$ cat src/design/sprcel_pkg.sv
// Shared types and constants for the sprite cel blitter.
package sprcel_pkg;

  // Upper limits of the priority bands; a baseline at or above all of them takes the fixed priority.
  localparam int unsigned BAND_COUNT = 11;
  localparam logic [7:0] BAND_LIMITS [BAND_COUNT] = '{
    8'd48, 8'd60, 8'd72, 8'd84, 8'd96, 8'd108, 8'd120, 8'd132, 8'd144, 8'd156, 8'd168
  };
  localparam int unsigned BAND_BASE = 4;

  // Default number of entries in the queue between the front and back ends.
  localparam int unsigned QUEUE_DEPTH = 2;

  typedef enum logic {
    MODE_BEGIN = 1'b0,
    MODE_PIXEL = 1'b1
  } sprcel_mode_e;

  typedef struct packed {
    sprcel_mode_e mode;
    logic [7:0]   pos_x;
    logic [7:0]   pos_y;
    logic [7:0]   cel_width;
    logic [7:0]   cel_height;
    logic         mirror_flag;
    logic [7:0]   mirror_loop;
    logic [7:0]   loop_index;
    logic         auto_priority;
    logic [7:0]   fixed_priority;
    logic [7:0]   color_key;
    logic [7:0]   pixel_value;
  } sprcel_in_t;

  typedef struct packed {
    logic       write_enable;
    logic [8:0] dest_x;
    logic [7:0] dest_y;
    logic [7:0] color;
    logic [7:0] draw_priority;
    logic       end_of_cel;
  } sprcel_out_t;

  // Decoded beat passed from the front end to the back end.
  typedef struct packed {
    sprcel_mode_e mode;
    logic [7:0]   origin_x;
    logic [9:0]   top_row;
    logic [7:0]   width;
    logic [7:0]   height;
    logic         mirror_active;
    logic [7:0]   key;
    logic [7:0]   prio;
    logic [7:0]   pixel;
  } sprcel_cmd_t;

endpackage

$ cat src/design/sprcel_front.sv
// Front end: decodes incoming beats into commands for the back end.
module sprcel_front (
  input  sprcel_pkg::sprcel_in_t  item_i,
  output sprcel_pkg::sprcel_cmd_t cmd_o
);
  import sprcel_pkg::*;

  logic [7:0] prio;

  // Priority band lookup when auto_priority is set: the lowest band whose limit exceeds the baseline wins.
  always_comb begin
    prio = item_i.fixed_priority;
    if (item_i.auto_priority) begin
      for (int i = BAND_COUNT - 1; i >= 0; i--) begin
        if (item_i.pos_y < BAND_LIMITS[i]) begin
          prio = 8'(BAND_BASE + i);
        end
      end
    end
  end

  always_comb begin
    cmd_o.mode          = item_i.mode;
    cmd_o.origin_x      = item_i.pos_x;
    cmd_o.top_row       = {2'b00, item_i.pos_y} + 10'd1 - {2'b00, item_i.cel_height};
    cmd_o.width         = item_i.cel_width;
    cmd_o.height        = item_i.cel_height;
    cmd_o.mirror_active = item_i.mirror_flag && (item_i.mirror_loop != item_i.loop_index);
    cmd_o.key           = item_i.color_key;
    cmd_o.prio          = prio;
    cmd_o.pixel         = item_i.pixel_value;
  end

endmodule

$ cat src/design/sprcel_queue.sv
// Small command queue between the front and back ends.
module sprcel_queue #(
  parameter int unsigned Depth = sprcel_pkg::QUEUE_DEPTH
) (
  input  logic                    clk_i,
  input  logic                    rst_ni,
  input  logic                    push_i,
  input  sprcel_pkg::sprcel_cmd_t push_data_i,
  output logic                    full_o,
  input  logic                    pop_i,
  output sprcel_pkg::sprcel_cmd_t pop_data_o,
  output logic                    empty_o
);
  import sprcel_pkg::*;

  localparam int unsigned PtrW = (Depth > 1) ? $clog2(Depth) : 1;
  localparam int unsigned CntW = $clog2(Depth + 1);

  sprcel_cmd_t     entries_q [Depth];
  logic [PtrW-1:0] wr_ptr_q, wr_ptr_d;
  logic [PtrW-1:0] rd_ptr_q, rd_ptr_d;
  logic [CntW-1:0] count_q, count_d;
  logic            do_push, do_pop;

  assign full_o     = (count_q == CntW'(Depth));
  assign empty_o    = (count_q == '0);
  assign do_push    = push_i && !full_o;
  assign do_pop     = pop_i && !empty_o;
  assign pop_data_o = entries_q[rd_ptr_q];

  always_comb begin
    wr_ptr_d = wr_ptr_q;
    rd_ptr_d = rd_ptr_q;
    count_d  = count_q;
    if (do_push) begin
      wr_ptr_d = (wr_ptr_q == PtrW'(Depth - 1)) ? '0 : wr_ptr_q + 1'b1;
    end
    if (do_pop) begin
      rd_ptr_d = (rd_ptr_q == PtrW'(Depth - 1)) ? '0 : rd_ptr_q + 1'b1;
    end
    if (do_push && !do_pop) begin
      count_d = count_q + 1'b1;
    end else if (do_pop && !do_push) begin
      count_d = count_q - 1'b1;
    end
  end

  always_ff @(posedge clk_i or negedge rst_ni) begin
    if (!rst_ni) begin
      wr_ptr_q <= '0;
      rd_ptr_q <= '0;
      count_q  <= '0;
    end else begin
      wr_ptr_q <= wr_ptr_d;
      rd_ptr_q <= rd_ptr_d;
      count_q  <= count_d;
    end
  end

  always_ff @(posedge clk_i) begin
    if (do_push) begin
      entries_q[wr_ptr_q] <= push_data_i;
    end
  end

endmodule

$ cat src/design/sprcel_back.sv
// Back end: holds the cel state, walks the pixels and registers the write requests.
module sprcel_back (
  input  logic                    clk_i,
  input  logic                    rst_ni,
  input  sprcel_pkg::sprcel_cmd_t cmd_i,
  input  logic                    cmd_avail_i,
  output logic                    cmd_take_o,
  output logic                    out_valid_o,
  input  logic                    out_stall_i,
  output sprcel_pkg::sprcel_out_t out_item_o
);
  import sprcel_pkg::*;

  logic [7:0]  origin_q, width_q, height_q, key_q, prio_q, col_q, row_q;
  logic [9:0]  top_q;
  logic        mirror_q, active_q;
  logic [7:0]  origin_d, width_d, height_d, key_d, prio_d, col_d, row_d;
  logic [9:0]  top_d;
  logic        mirror_d, active_d;
  logic        out_valid_q, out_valid_d;
  sprcel_out_t out_q, out_d;

  logic       do_begin, do_pixel, last;
  logic [7:0] col_sel;
  logic [9:0] yrow;
  logic [8:0] col_next;

  assign cmd_take_o = cmd_avail_i && (!out_valid_q || !out_stall_i);
  assign do_begin   = cmd_take_o && (cmd_i.mode == MODE_BEGIN);
  assign do_pixel   = cmd_take_o && (cmd_i.mode == MODE_PIXEL) && active_q;

  assign col_sel  = mirror_q ? (width_q - 8'd1 - col_q) : col_q;
  assign yrow     = top_q + {2'b00, row_q};
  assign col_next = {1'b0, col_q} + 9'd1;
  assign last     = (col_next == {1'b0, width_q})
                 && (({1'b0, row_q} + 9'd1) == {1'b0, height_q});

  always_comb begin
    origin_d = origin_q;
    width_d  = width_q;
    height_d = height_q;
    key_d    = key_q;
    prio_d   = prio_q;
    top_d    = top_q;
    mirror_d = mirror_q;
    col_d    = col_q;
    row_d    = row_q;
    active_d = active_q;
    out_d    = out_q;
    out_valid_d = out_valid_q && out_stall_i;

    if (do_begin) begin
      origin_d = cmd_i.origin_x;
      width_d  = cmd_i.width;
      height_d = cmd_i.height;
      key_d    = cmd_i.key;
      prio_d   = cmd_i.prio;
      top_d    = cmd_i.top_row;
      mirror_d = cmd_i.mirror_active;
      col_d    = '0;
      row_d    = '0;
      active_d = (cmd_i.width != '0) && (cmd_i.height != '0);
    end else if (do_pixel) begin
      out_valid_d         = 1'b1;
      out_d.write_enable  = (cmd_i.pixel != key_q) && !yrow[9];
      out_d.dest_x        = {1'b0, origin_q} + {1'b0, col_sel};
      out_d.dest_y        = yrow[9] ? 8'd0 : yrow[7:0];
      out_d.color         = cmd_i.pixel;
      out_d.draw_priority = prio_q;
      out_d.end_of_cel    = last;
      if (col_next >= {1'b0, width_q}) begin
        col_d = '0;
        row_d = row_q + 8'd1;
      end else begin
        col_d = col_next[7:0];
      end
      if (last) begin
        active_d = 1'b0;
      end
    end
  end

  always_ff @(posedge clk_i or negedge rst_ni) begin
    if (!rst_ni) begin
      origin_q    <= '0;
      width_q     <= '0;
      height_q    <= '0;
      key_q       <= '0;
      prio_q      <= '0;
      top_q       <= '0;
      mirror_q    <= 1'b0;
      col_q       <= '0;
      row_q       <= '0;
      active_q    <= 1'b0;
      out_valid_q <= 1'b0;
    end else begin
      origin_q    <= origin_d;
      width_q     <= width_d;
      height_q    <= height_d;
      key_q       <= key_d;
      prio_q      <= prio_d;
      top_q       <= top_d;
      mirror_q    <= mirror_d;
      col_q       <= col_d;
      row_q       <= row_d;
      active_q    <= active_d;
      out_valid_q <= out_valid_d;
    end
  end

  always_ff @(posedge clk_i) begin
    out_q <= out_d;
  end

  assign out_valid_o = out_valid_q;
  assign out_item_o  = out_q;

  // An active cel always has a non-empty size.
  a_active_size: assert property (@(posedge clk_i) disable iff (!rst_ni)
    active_q |-> (width_q != '0) && (height_q != '0))
    else $error("active cel with empty size");

  // The column counter stays inside the cel row while a cel is drawn.
  a_col_range: assert property (@(posedge clk_i) disable iff (!rst_ni)
    active_q |-> (col_q < width_q))
    else $error("column counter beyond cel width");

  // The last pixel closes the cel.
  a_last_closes: assert property (@(posedge clk_i) disable iff (!rst_ni)
    (do_pixel && last) |=> !active_q)
    else $error("cel still active after its last pixel");

endmodule

$ cat src/design/sprite_cel_blitter_core.sv
// Top level of the sprite cel blitter: front end, command queue and back end.
//
// Usage: beats arrive on the input channel (in_valid_i, in_stall_o, in_item_i).
// A begin beat (mode MODE_BEGIN) loads a cel's origin, size, mirroring, colour key
// and draw priority; the priority band lookup is done as the beat is accepted.
// Pixel beats (mode MODE_PIXEL) then follow in row-major order, and each one
// yields one write request on the output channel (out_valid_o, out_stall_i,
// out_item_o). Begin beats, and pixel beats arriving with no cel in progress,
// yield nothing. A begin beat during a cel abandons that cel.
// A pixel accepted on the input is written into the queue; the back end pops it
// and registers its write request in the output register, from which it is offered.
// Throughput: one beat per cycle while the output is not stalled; the back end
// walks one pixel per cycle through its column and row counters.
// The queue between the front and back ends lets the input keep flowing while
// the receiver stalls; once it is full, in_stall_o is raised.
// A stalled request is held unchanged in the output register.
// Reset clears the queue, the cel state and the output valid; no cel is active.
module sprite_cel_blitter_core #(
  parameter int unsigned QueueDepth = sprcel_pkg::QUEUE_DEPTH
) (
  input  logic                    clk_i,
  input  logic                    rst_ni,
  input  logic                    in_valid_i,
  output logic                    in_stall_o,
  input  sprcel_pkg::sprcel_in_t  in_item_i,
  output logic                    out_valid_o,
  input  logic                    out_stall_i,
  output sprcel_pkg::sprcel_out_t out_item_o
);
  import sprcel_pkg::*;

  sprcel_cmd_t front_cmd;
  sprcel_cmd_t queue_cmd;
  logic        queue_full;
  logic        queue_empty;
  logic        back_take;

  // The front end decodes each beat as it is accepted.
  sprcel_front u_front (
    .item_i (in_item_i),
    .cmd_o  (front_cmd)
  );

  // The input is stalled only while the queue is full.
  assign in_stall_o = queue_full;

  sprcel_queue #(
    .Depth (QueueDepth)
  ) u_queue (
    .clk_i       (clk_i),
    .rst_ni      (rst_ni),
    .push_i      (in_valid_i),
    .push_data_i (front_cmd),
    .full_o      (queue_full),
    .pop_i       (back_take),
    .pop_data_o  (queue_cmd),
    .empty_o     (queue_empty)
  );

  // The back end takes a command whenever its output register is free or draining.
  sprcel_back u_back (
    .clk_i       (clk_i),
    .rst_ni      (rst_ni),
    .cmd_i       (queue_cmd),
    .cmd_avail_i (!queue_empty),
    .cmd_take_o  (back_take),
    .out_valid_o (out_valid_o),
    .out_stall_i (out_stall_i),
    .out_item_o  (out_item_o)
  );

endmodule
$ cat config.mk
export PLATFORM = sky130hd
export DESIGN_NAME = sprite_cel_blitter_core
export DESIGN_NICKNAME = d
export VERILOG_FILES = /design/src/design/sprcel_pkg.sv /design/src/design/sprcel_front.sv /design/src/design/sprcel_queue.sv /design/src/design/sprcel_back.sv /design/src/design/sprite_cel_blitter_core.sv
export SDC_FILE = /design/constraint.sdc
export NUM_CORES = 1
export LEC_CHECK = 0
export BUFFER_PORTS_ARGS = -buffer_cell sky130_fd_sc_hd__buf_4
export CAP_MARGIN = 20
export CORE_MARGIN = 3
export CORE_UTILIZATION = 25
export DETAILED_ROUTE_END_ITERATION = 8
export GPL_TIMING_DRIVEN = 1
export SYNTH_ARGS = -nofsm -noshare
export SYNTH_HDL_FRONTEND = slang
export SYNTH_SLANG_ARGS = --single-unit
$ cat constraint.sdc
create_clock -name clk_i -period 4.95 [get_ports clk_i]
set_clock_uncertainty 0.1 [all_clocks]
set_input_delay 0.495 -clock clk_i [delete_from_list [all_inputs] [get_ports clk_i]]
set_output_delay 0.495 -clock clk_i [all_outputs]
set_load 0.02 [all_outputs]
[Word level (Yosys, flattened, before mapping)]
Memory sizes are Yosys's and may differ from the RTL's.
Cells that the tools add are included.
Widths: inputs -> output; s select.
Cells by class
  eq/ne operators: 5
  bitwise logic cells: 2
  mux-type cells: 30
  add/subtract/negate cells: 13
  $lt $le $gt $ge: 12
  reductions and logical operators: 31
Operator list (number)
  $mux 8: 19
  $lt 8x7->1 const B: 5
  $lt 8x8->1 const B: 4
  $add 8x1->9 const B: 3
  $eq 9x8->1: 2
  $lt 8x6->1 const B: 2
  $ne 8x8->1: 2
  $reduce_bool 8->1: 2
  $logic_and 1x1->1: 13
  $add 10x8->10: 1
  $sub 10x8->10: 1
  $add 8x8->9: 1
  $ge 9x8->1: 1
  $mux 1: 9
  $add 8x1->8 const B: 1
  $reduce_bool 2->1: 4
  $sub 8x1->8 const B: 1
  $sub 8x8->8: 1
  $logic_not 1->1: 7
  $reduce_and 2->1: 3
  $mux 2: 2
  $add 1x1->1 const B: 2
  $add 2x1->2 const B: 1
  $eq 2x2->1 const B: 1
  4 further kinds: 5
Storage, ports and cells
  logic and storage cells: 114
  register bits after elaboration: 108
  RAM bits: 120
  bits of input ports: 79
  memories: 1
  output and inout port bits: 37
Memory list
  u_queue.entries_q: depth 2, width 60, rd ports 1, clocked after Yosys merged registers in 0, wr ports 1, RTL line sprcel_queue.sv:19  | sprcel_cmd_t entries_q [Depth];

[Depth between registers and ports, before layout]
Gate-level depths: netlist of run 1.
  word-level depth: 13
  mapped depth: 14
  depth with buffers taken out: 14

[Modules after synthesis]
Synthesis of run 1 repeated with hierarchy kept, for this count alone.
Unflattened totals
  cells, all modules: 856
  area, all modules: 11547.3 µm²
By module, submodules not included
  sprcel_back: seq. area each 2777.7 µm², cells an instance 481, times used 1, area each 5545.3 µm²
  sprcel_queue: seq. area each 3703.6 µm², cells an instance 206, times used 1, area each 4828.4 µm²
  sprcel_front: seq. area each 0.0 µm², cells an instance 168, times used 1, area each 1169.9 µm²
  sprite_cel_blitter_core: seq. area each 0.0 µm², cells an instance 1, times used 1, area each 3.8 µm²

[Worst setup path after synthesis of run 1]
OpenSTA, ideal clock, no wires.
  kind: reg-to-reg
  start point: register u_queue.count_q[0]
  end point: memory u_queue.entries_q[0][0] (netlist bit) (enable)
  buffers on the path: 0
  path slack: 1.230 ns
  data arrival time: 3.142 ns
  clock period less this slack: 3.720 ns
  required time: 4.372 ns
  library setup time: 0.478 ns
  stages on the path, launching flop included: 4
  cells stage by stage: dfrtp_1 > nand2b_1 > nand2_1 > nor2_1
On the way
  longest elaborated chain between the ends: 5
Ends and longest elaborated chain
  from (decl): RTL line sprcel_queue.sv:22  | logic [CntW-1:0] count_q, count_d;
  from (signal assigned): RTL line sprcel_queue.sv:56  | count_q <= count_d;
  $eq 2x2->1: RTL line sprcel_queue.sv:25  | assign full_o = (count_q == CntW'(Depth));
  $logic_not 1->1: RTL line sprcel_queue.sv:27  | assign do_push = push_i && !full_o;
  $logic_and 1x1->1: RTL line sprcel_queue.sv:27
  $mux 1: RTL line sprcel_queue.sv:61  | if (do_push) begin
  $mux 1 (not written as such): RTL line sprcel_queue.sv:62  | entries_q[wr_ptr_q] <= push_data_i;
  to (decl): RTL line sprcel_queue.sv:19
Every way passes these cells.

[Worst setup path after layout of run 1]
  start point: register u_back.col_q[0]
  end point: register u_back.out_q, in the netlist u_back.out_item_o[32], data pin
On the way
  longest elaborated chain between the ends: 3
Ends and longest elaborated chain
  from (decl): RTL line sprcel_back.sv:14  | logic [7:0] origin_q, width_q, height_q, key_q, prio_q, col_q, row_q;
  from (signal assigned): RTL line sprcel_back.sv:104  | col_q <= col_d;
  $sub 8x8->8: RTL line sprcel_back.sv:32  | assign col_sel = mirror_q ? (width_q - 8'd1 - col_q) : col_q;
  $mux 8 (*): RTL line sprcel_back.sv:32
  $add 8x8->9 (*): RTL line sprcel_back.sv:66  | out_d.dest_x = {1'b0, origin_q} + {1'b0, col_sel};
  to (signal assigned): RTL line sprcel_back.sv:112  | out_q <= out_d;
  to (decl): RTL line sprcel_back.sv:21  | sprcel_out_t out_q, out_d;
Every way passes the cells marked *; elsewhere a longest branch is shown, timed or not.
A chain may end at the register's enable or synchronous reset.

==> results of run 1 <==
## metal layers
metal	part of all wire [%]	routed length (µm)	global-route usage, %	vias up
li1	-	-	-	3358
met1	47	11000	13.5	3254
met2	47	11000	16.7	118
met3	4.1	974	1.72	33
met4	2.2	509	3.30	0
met5	0	0	0	-
## cell type report
class	count	area, µm²	share of cell area [%]
flip-flops and latches	228	6480	49.8
multi-input cells	558	3940	30.3
repair buffers	123	946	7.27
well taps	539	674	5.18
clock buffers	30	664	5.11
inverters	42	158	1.21
clock inverters	14	149	1.14
## cells by family (layout without fill, tap and decap cells)
logic type,after synthesis,after routing,share of synthesized area (%)
flops,228,228,60.5
simple gates,215,215,9.60
compound gates,167,167,9.68
buf+inv,73,209,2.93
xor+xnor,67,67,5.55
mux,62,62,6.00
fa+ha+maj,47,47,5.77
## cells in the final DEF, fill, tap and decap left out, types with 5 or more instances in the layout
| cell type | instances |
|---|---|
| inv_1 | 41 |
| xor2_1 | 29 |
| edfxtp_1 | 155 |
| clkbuf_16 | 25 |
| nor2_1 | 84 |
| nand4_1 | 6 |
| mux2_2 | 8 |
| and3_1 | 5 |
| mux2i_1 | 53 |
| nand3_1 | 14 |
| ha_1 | 43 |
| o211ai_1 | 5 |
| nor4_1 | 17 |
| o22ai_1 | 6 |
| a21oi_1 | 80 |
| a21o_1 | 5 |
| o21ai_0 | 31 |
| a22o_1 | 5 |
| dfrtp_1 | 72 |
| buf_4 | 121 |
| nand2_1 | 47 |
| nor2b_1 | 7 |
| nor3_1 | 10 |
| xnor2_1 | 37 |
## worst max-delay path, delay by kind of cell (launching register included)
kind / cells / cell delay [ns]
xor gates and xnor gates: 2 / 0.28
adders and majority gates: 3 / 0.94
buffers and inverters: 1 / 0.10
AOI/OAI and AO/OA: 5 / 1.12
muxes: 1 / 0.09
DFF: 1 / 0.40
## synthesized netlist by cell type, drive strengths merged, types with 3 or more instances
cell type / count
dfrtp: 73
nor4: 17
o21bai: 4
o41ai: 3
o21a: 3
ha: 43
o22ai: 6
a21boi: 3
nand3: 14
clkbuf: 11
fa: 4
and2: 4
o21ai: 36
o211ai: 7
nor2b: 8
mux2i: 54
and3: 7
a22o: 5
a211oi: 3
mux2: 8
xor2: 29
a21o: 5
nand4: 7
nand2: 47
a21oi: 80
edfxtp: 155
nor3: 13
nor2: 87
xnor2: 38
inv: 42
buf: 20
nand2b: 4
## stage by stage
stage | hold slack, ns | setup WS (ns) | power (W)
after global routing | 0.0137 | 1.47 | 0.00902
final | 0.0485 | 1.66 | 0.00841
after floorplan | 0.0994 | 1.23 | 0.00568
after CTS | 0.00892 | 1.71 | 0.00854
after detailed placement | 0.339 | 1.75 | 0.00665
after global placement | 0.332 | 1.82 | 0.00657
## where the power goes
group	switching, W	leakage, nW	total [W]	internal (W)
Sequential	0.000408	2.29	0.00328	0.00287
Clock	0.000731	0.395	0.00184	0.00111
Combinational	0.00193	2.45	0.00329	0.00136
## state kept, by name (all words and copies together), names as in the netlist
register / count
u_back.active_q: 1
u_back.col_q: 8
u_back.height_q: 8
u_back.key_q: 8
u_back.mirror_q: 1
u_back.origin_q: 8
u_back.out_item_o: 35
u_back.out_valid_o: 1
u_back.prio_q: 8
u_back.row_q: 8
u_back.top_q: 10
u_back.width_q: 8
u_queue.count_q: 2
u_queue.entries_q: 120
u_queue.rd_ptr_q: 1
u_queue.wr_ptr_q: 1
## worst min-delay path by stage
stage / from / to / slack, ns / cells past startpoint
5_1_grt: in_item_i[73] / u_queue.entries_q[1][58] / 0.01 / 1
4_1_cts: in_item_i[51] / u_queue.entries_q[0][34] / 0.009 / 1
6_report: in_item_i[51] / u_queue.entries_q[0][34] / 0.05 / 1
2_1_floorplan: rst_ni / u_back.active_q / 0.1 / 0
3_3_place_gp: u_back.prio_q[5] / u_back.out_item_o[6] / 0.33 / 0
3_5_place_dp: u_back.prio_q[6] / u_back.out_item_o[7] / 0.34 / 0
==> flow_summary.toml, run 1 <==
[power]
powerDensity_mw_per_mm2 = 646
p_leak_nw = 5.13
peakVddDrop_v = 0.000256

[worst_setup_path]
cpMaxStageDelayCell = "o41ai_1"
r2r_end = "u_back.out_item_o[32]"
reg2reg_from = "u_back.col_q[0]"
cp-endpoint = "u_back.out_item_o[32]"
critPathArrivalTime_ns = 3.45
rr_worst_depth = 12
path_cells = "inv_1 -> ha_1 -> fa_1 -> a21o_1 -> a21oi_1 -> o21bai_1 -> a21oi_1 -> xor2_1 -> mux2i_1 -> ha_1 -> o41ai_1 -> xnor2_1"
crit_fanout = 4
max_stage_delay_ns = 0.43
worstPathRequired_ns = 5.12
crit_type = "flop to flop"
crit_path_start_kind = "flop"
r2r_setup_slack_ns = 1.66
critPathLaunch = "u_back.col_q[0]"
cp-end-kind = "flop"

[sta]
slew_viol_final = 0
setup-tns-final_ns = 0
finalSetupViolCount = 0
hold_viol_final = 0
period_minus_slack_ns = 3.29
worstMarginPinSlew_ns = 0.920
period_share_pct = 66.4
fmax_ghz = 0.304
rsz0062_at_grt = "false"
max_slew_margin_pct = 38.6

[placement]
dpl.hpwl_mm = 16.5
place_area_mm2 = 0.0122
place_inst = 1488
gp_congestion = 0.829
numPortBuffers = 115

[layout]
final_core_util_pct = 30.9
final_cells = 1534
area_growth_pct = 21.4
drive_above_1_share_pct = 19.1
diodes = 0
fin_nets = 1103
fin_area_mm2 = 0.0130
fill_cells = 4202

[logic_synthesis]
syn_inst = 859
ys_seq_elements = 228
ys_seq_area_share_pct = 60.5
synth_edf_count = 155
syn_area_mm2 = 0.0107
synth-main-ff-cell = "edfxtp_1"
async_flop_share_pct = 32.0
synth_cell_types = 62
syn_avg_cell_area_um2 = 12.5
yosys_warnings = 0
synth_area_leaders = "edfxtp_1 (43%), dfrtp_1 (17%), ha_1 (5.0%), mux2i_1 (5.0%), a21oi_1 (3.7%)"
syn_nets = 985
yosys.area.top_type_share_pct = 43.4
synth_top_cell_by_area = "edfxtp_1"

[global_route]
grt_pass1_wl_mm = 36.4
grt_start_max_net_pins = 74
antenna_found_initial = 0
track_usage_pct = 10.1
grt-ovfl-total = 0
grt_pass1_vias = 6682

[floorplanning]
core_area_mm2 = 0.0421
dieArea_mm2 = 0.0454
row_count = 75
ios = 116
die_w_um = 213
dieHeight_um = 213
initial_core_util_pct = 25.4

[flow_run]
cap_viol_max_count = 0

[routing]
route.vias.total = 6763
dr.first_iter.drc_count = 269
drtAntennaViolNets = 0
wirelength_mm = 23.5
firstDrtPassIters = 4
wire_per_inst_um = 15.3
drc = 0
viasPerCell = 4.41

[clock_network]
cts_max_level = 1
cts_buffer_depth = 3
cts.clk_slew.worst_paths_ns = 0.06
cts_setup_buffers = 0
clk_latency_ns = 0.53
cts_buffers = 24
cts_tree = "done"
ctsResizeCount = 0
clock_sinks = 228
cts-root-buf = "clkbuf_16"
cts-hold-fix-buffers = 0

[outcome]
status = "completed"

[hold_path]
hold_path.class = "input port to flop"
No activity file was read; power rests on OpenSTA's default activity.
==> inputs of run 2 (changes only) <==
==> constraint.sdc (replaced) <==
create_clock -name clk_i -period 3.3 [get_ports clk_i]
set_clock_uncertainty 0.1 [all_clocks]
set_input_delay 0.33 -clock clk_i [delete_from_list [all_inputs] [get_ports clk_i]]
set_output_delay 0.33 -clock clk_i [all_outputs]
set_load 0.02 [all_outputs]
==> run 2 against run 1 <==
  * Routed wire length up 4.2%
  * Combinational power up 58%
  * Design area up 3.6%
  * Critical path type unchanged
  * Highest routed layer unchanged
==> flow_summary.toml, run 2 (synthesis gave the netlist of run 1 again) <==
[outcome]
status = "completed"

[routing]
drc = 0
viasPerCell = 4.43
dr.first_iter.drc_count = 409
drtAntennaViolNets = 0
route.vias.total = 7026
wirelength_mm = 24.5
firstDrtPassIters = 5
wire_per_inst_um = 15.4

[power]
powerDensity_mw_per_mm2 = 933
peakVddDrop_v = 0.000374
p_leak_nw = 5.32

[worst_setup_path]
cp_top_family = "adder cells"
path_buf_inv = 1
worstPathRequired_ns = 3.47
r2r_end = "u_back.out_item_o[32]"
crit_type = "flop to flop"
rr_worst_depth = 14
cpMaxStageDelayCell = "fa_1"
crit_fanout = 4
critPathArrivalTime_ns = 3.29
path_cells = "inv_1 -> ha_1 -> fa_1 -> a21o_1 -> a21oi_2 -> o21bai_1 -> a21oi_1 -> xor2_1 -> mux2i_1 -> ha_1 -> nor2_1 -> nor2_1 -> o41ai_2 -> xnor2_1"
cp-end-kind = "flop"
r2r_setup_slack_ns = 0.17
reg2reg_from = "u_back.col_q[0]"
crit_path_start_kind = "flop"
max_stage_delay_ns = 0.41

[clock_network]
cts.clk_slew.worst_paths_ns = 0.06
cts_max_level = 1
cts_buffers = 24
clock_sinks = 228
clk_latency_ns = 0.52
cts_tree = "done"
cts_buffer_depth = 3
cts-root-buf = "clkbuf_16"

[hold_path]
min_to = "u_queue.entries_q[1][11]"
hold_path.class = "input port to flop"
min-delay-start = "in_item_i[24]"
whs_path_depth = 2

[floorplanning]
die_w_um = 213
dieHeight_um = 213
ios = 116
row_count = 75
initial_core_util_pct = 25.4
core_area_mm2 = 0.0421
dieArea_mm2 = 0.0454

[sta]
slew_viol_final = 0
hold_viol_final = 0
setup_ws_ns = 0.174
fmax_ghz = 0.320
rsz0062_at_grt = "true"
finalSetupViolCount = 0
worstMarginPinSlew_ns = 0.924
period_minus_slack_ns = 3.13
setup-tns-final_ns = 0
max_slew_margin_pct = 38.4
period_share_pct = 94.7

[global_route]
grt_start_max_net_pins = 74
antenna_found_initial = 1
grt_pass1_vias = 7073
track_usage_pct = 10.6
grt-ovfl-total = 0
grt_pass1_wl_mm = 38.2

[layout]
final_cell_mix = "edfxtp_1 (155), buf_4 (124), nor2_1 (84)"
layout.cells.most_common = "edfxtp_1"
drive_above_1_share_pct = 18.5
largest_reg_flops = 120
area_growth_pct = 25.8
regMostFlops = "u_queue.entries_q"
fin_nets = 1155
final_core_util_pct = 32.0

[placement]
gp_congestion = 0.847
numPortBuffers = 115
dp_slack_ns = 0.140
dpl.hpwl_mm = 17.2

[flow_run]
cap_viol_max_count = 0
[run 2: worst max-delay path by stage]
stage | start | endpoint | slack [ns] | cells past startpoint
4_1_cts | u_back.col_q[0] | u_back.out_item_o[32] | 0.14 | 12
5_1_grt | u_back.col_q[0] | u_back.out_item_o[32] | -0.06 | 14
2_1_floorplan | u_back.col_q[0] | u_back.out_item_o[32] | 0.39 | 12
3_5_place_dp | u_back.col_q[0] | u_back.out_item_o[32] | 0.14 | 12
6_report | u_back.col_q[0] | u_back.out_item_o[32] | 0.17 | 14
3_3_place_gp | u_back.col_q[0] | u_back.out_item_o[32] | 0.24 | 12
[run 2: power breakdown]
| group | internal (W) | switching [W] | total (W) |
|---|---|---|---|
| clock | 0.00142 | 0.00107 | 0.00250 |
| sequential | 0.00430 | 0.000583 | 0.00488 |
| combinational | 0.00220 | 0.00300 | 0.00520 |
[run 2: stage by stage]
| stage | total power [W] | hold slack [ns] | cell area (µm²) | instances |
|---|---|---|---|---|
| 6_report | 0.0126 | 0.0847 | 13500 | 1586 |
| 5_1_grt | 0.0135 | 0.0679 | 13500 | 1586 |
| 4_1_cts | 0.0127 | 0.0486 | 13400 | 1583 |
| 3_5_place_dp | 0.0101 | 0.336 | 12200 | 1493 |
| 3_3_place_gp | 0.00993 | 0.332 | 12200 | 1493 |
| 2_1_floorplan | 0.00851 | -0.0656 | 10700 | 859 |
[run 2: final cells by class]
type / instances / area, µm²
clock buffers: 37 / 681
inverters: 42 / 158
clock inverters: 6 / 41.3
repair buffers: 175 / 1490
well taps: 539 / 674
flip-flops and latches: 228 / 6480
fillers: 4171 / 28700
diodes: 1 / 2.50
multi-input cells: 558 / 3950
[run 2: timing repair]
action | CTS | global route
gates resized for setup | 0 | 3
endpoints found under the hold margin | 164 | 0
buffers inserted | 0 | 1
hold buffers | 47 | 0
setup endpoints to repair | 0 | 2
[run 2: per-layer routing]
layer / routed length (µm) / global-route usage [%] / vias to the layer above / part of all wire (%)
li1: - / - / 3468 / -
met1: 11200 / 14.4 / 3379 / 46
met2: 11700 / 17.4 / 146 / 48
met3: 1040 / 1.43 / 33 / 4.3
met4: 526 / 3.67 / 0 / 2.1
met5: 0 / 0 / - / 0
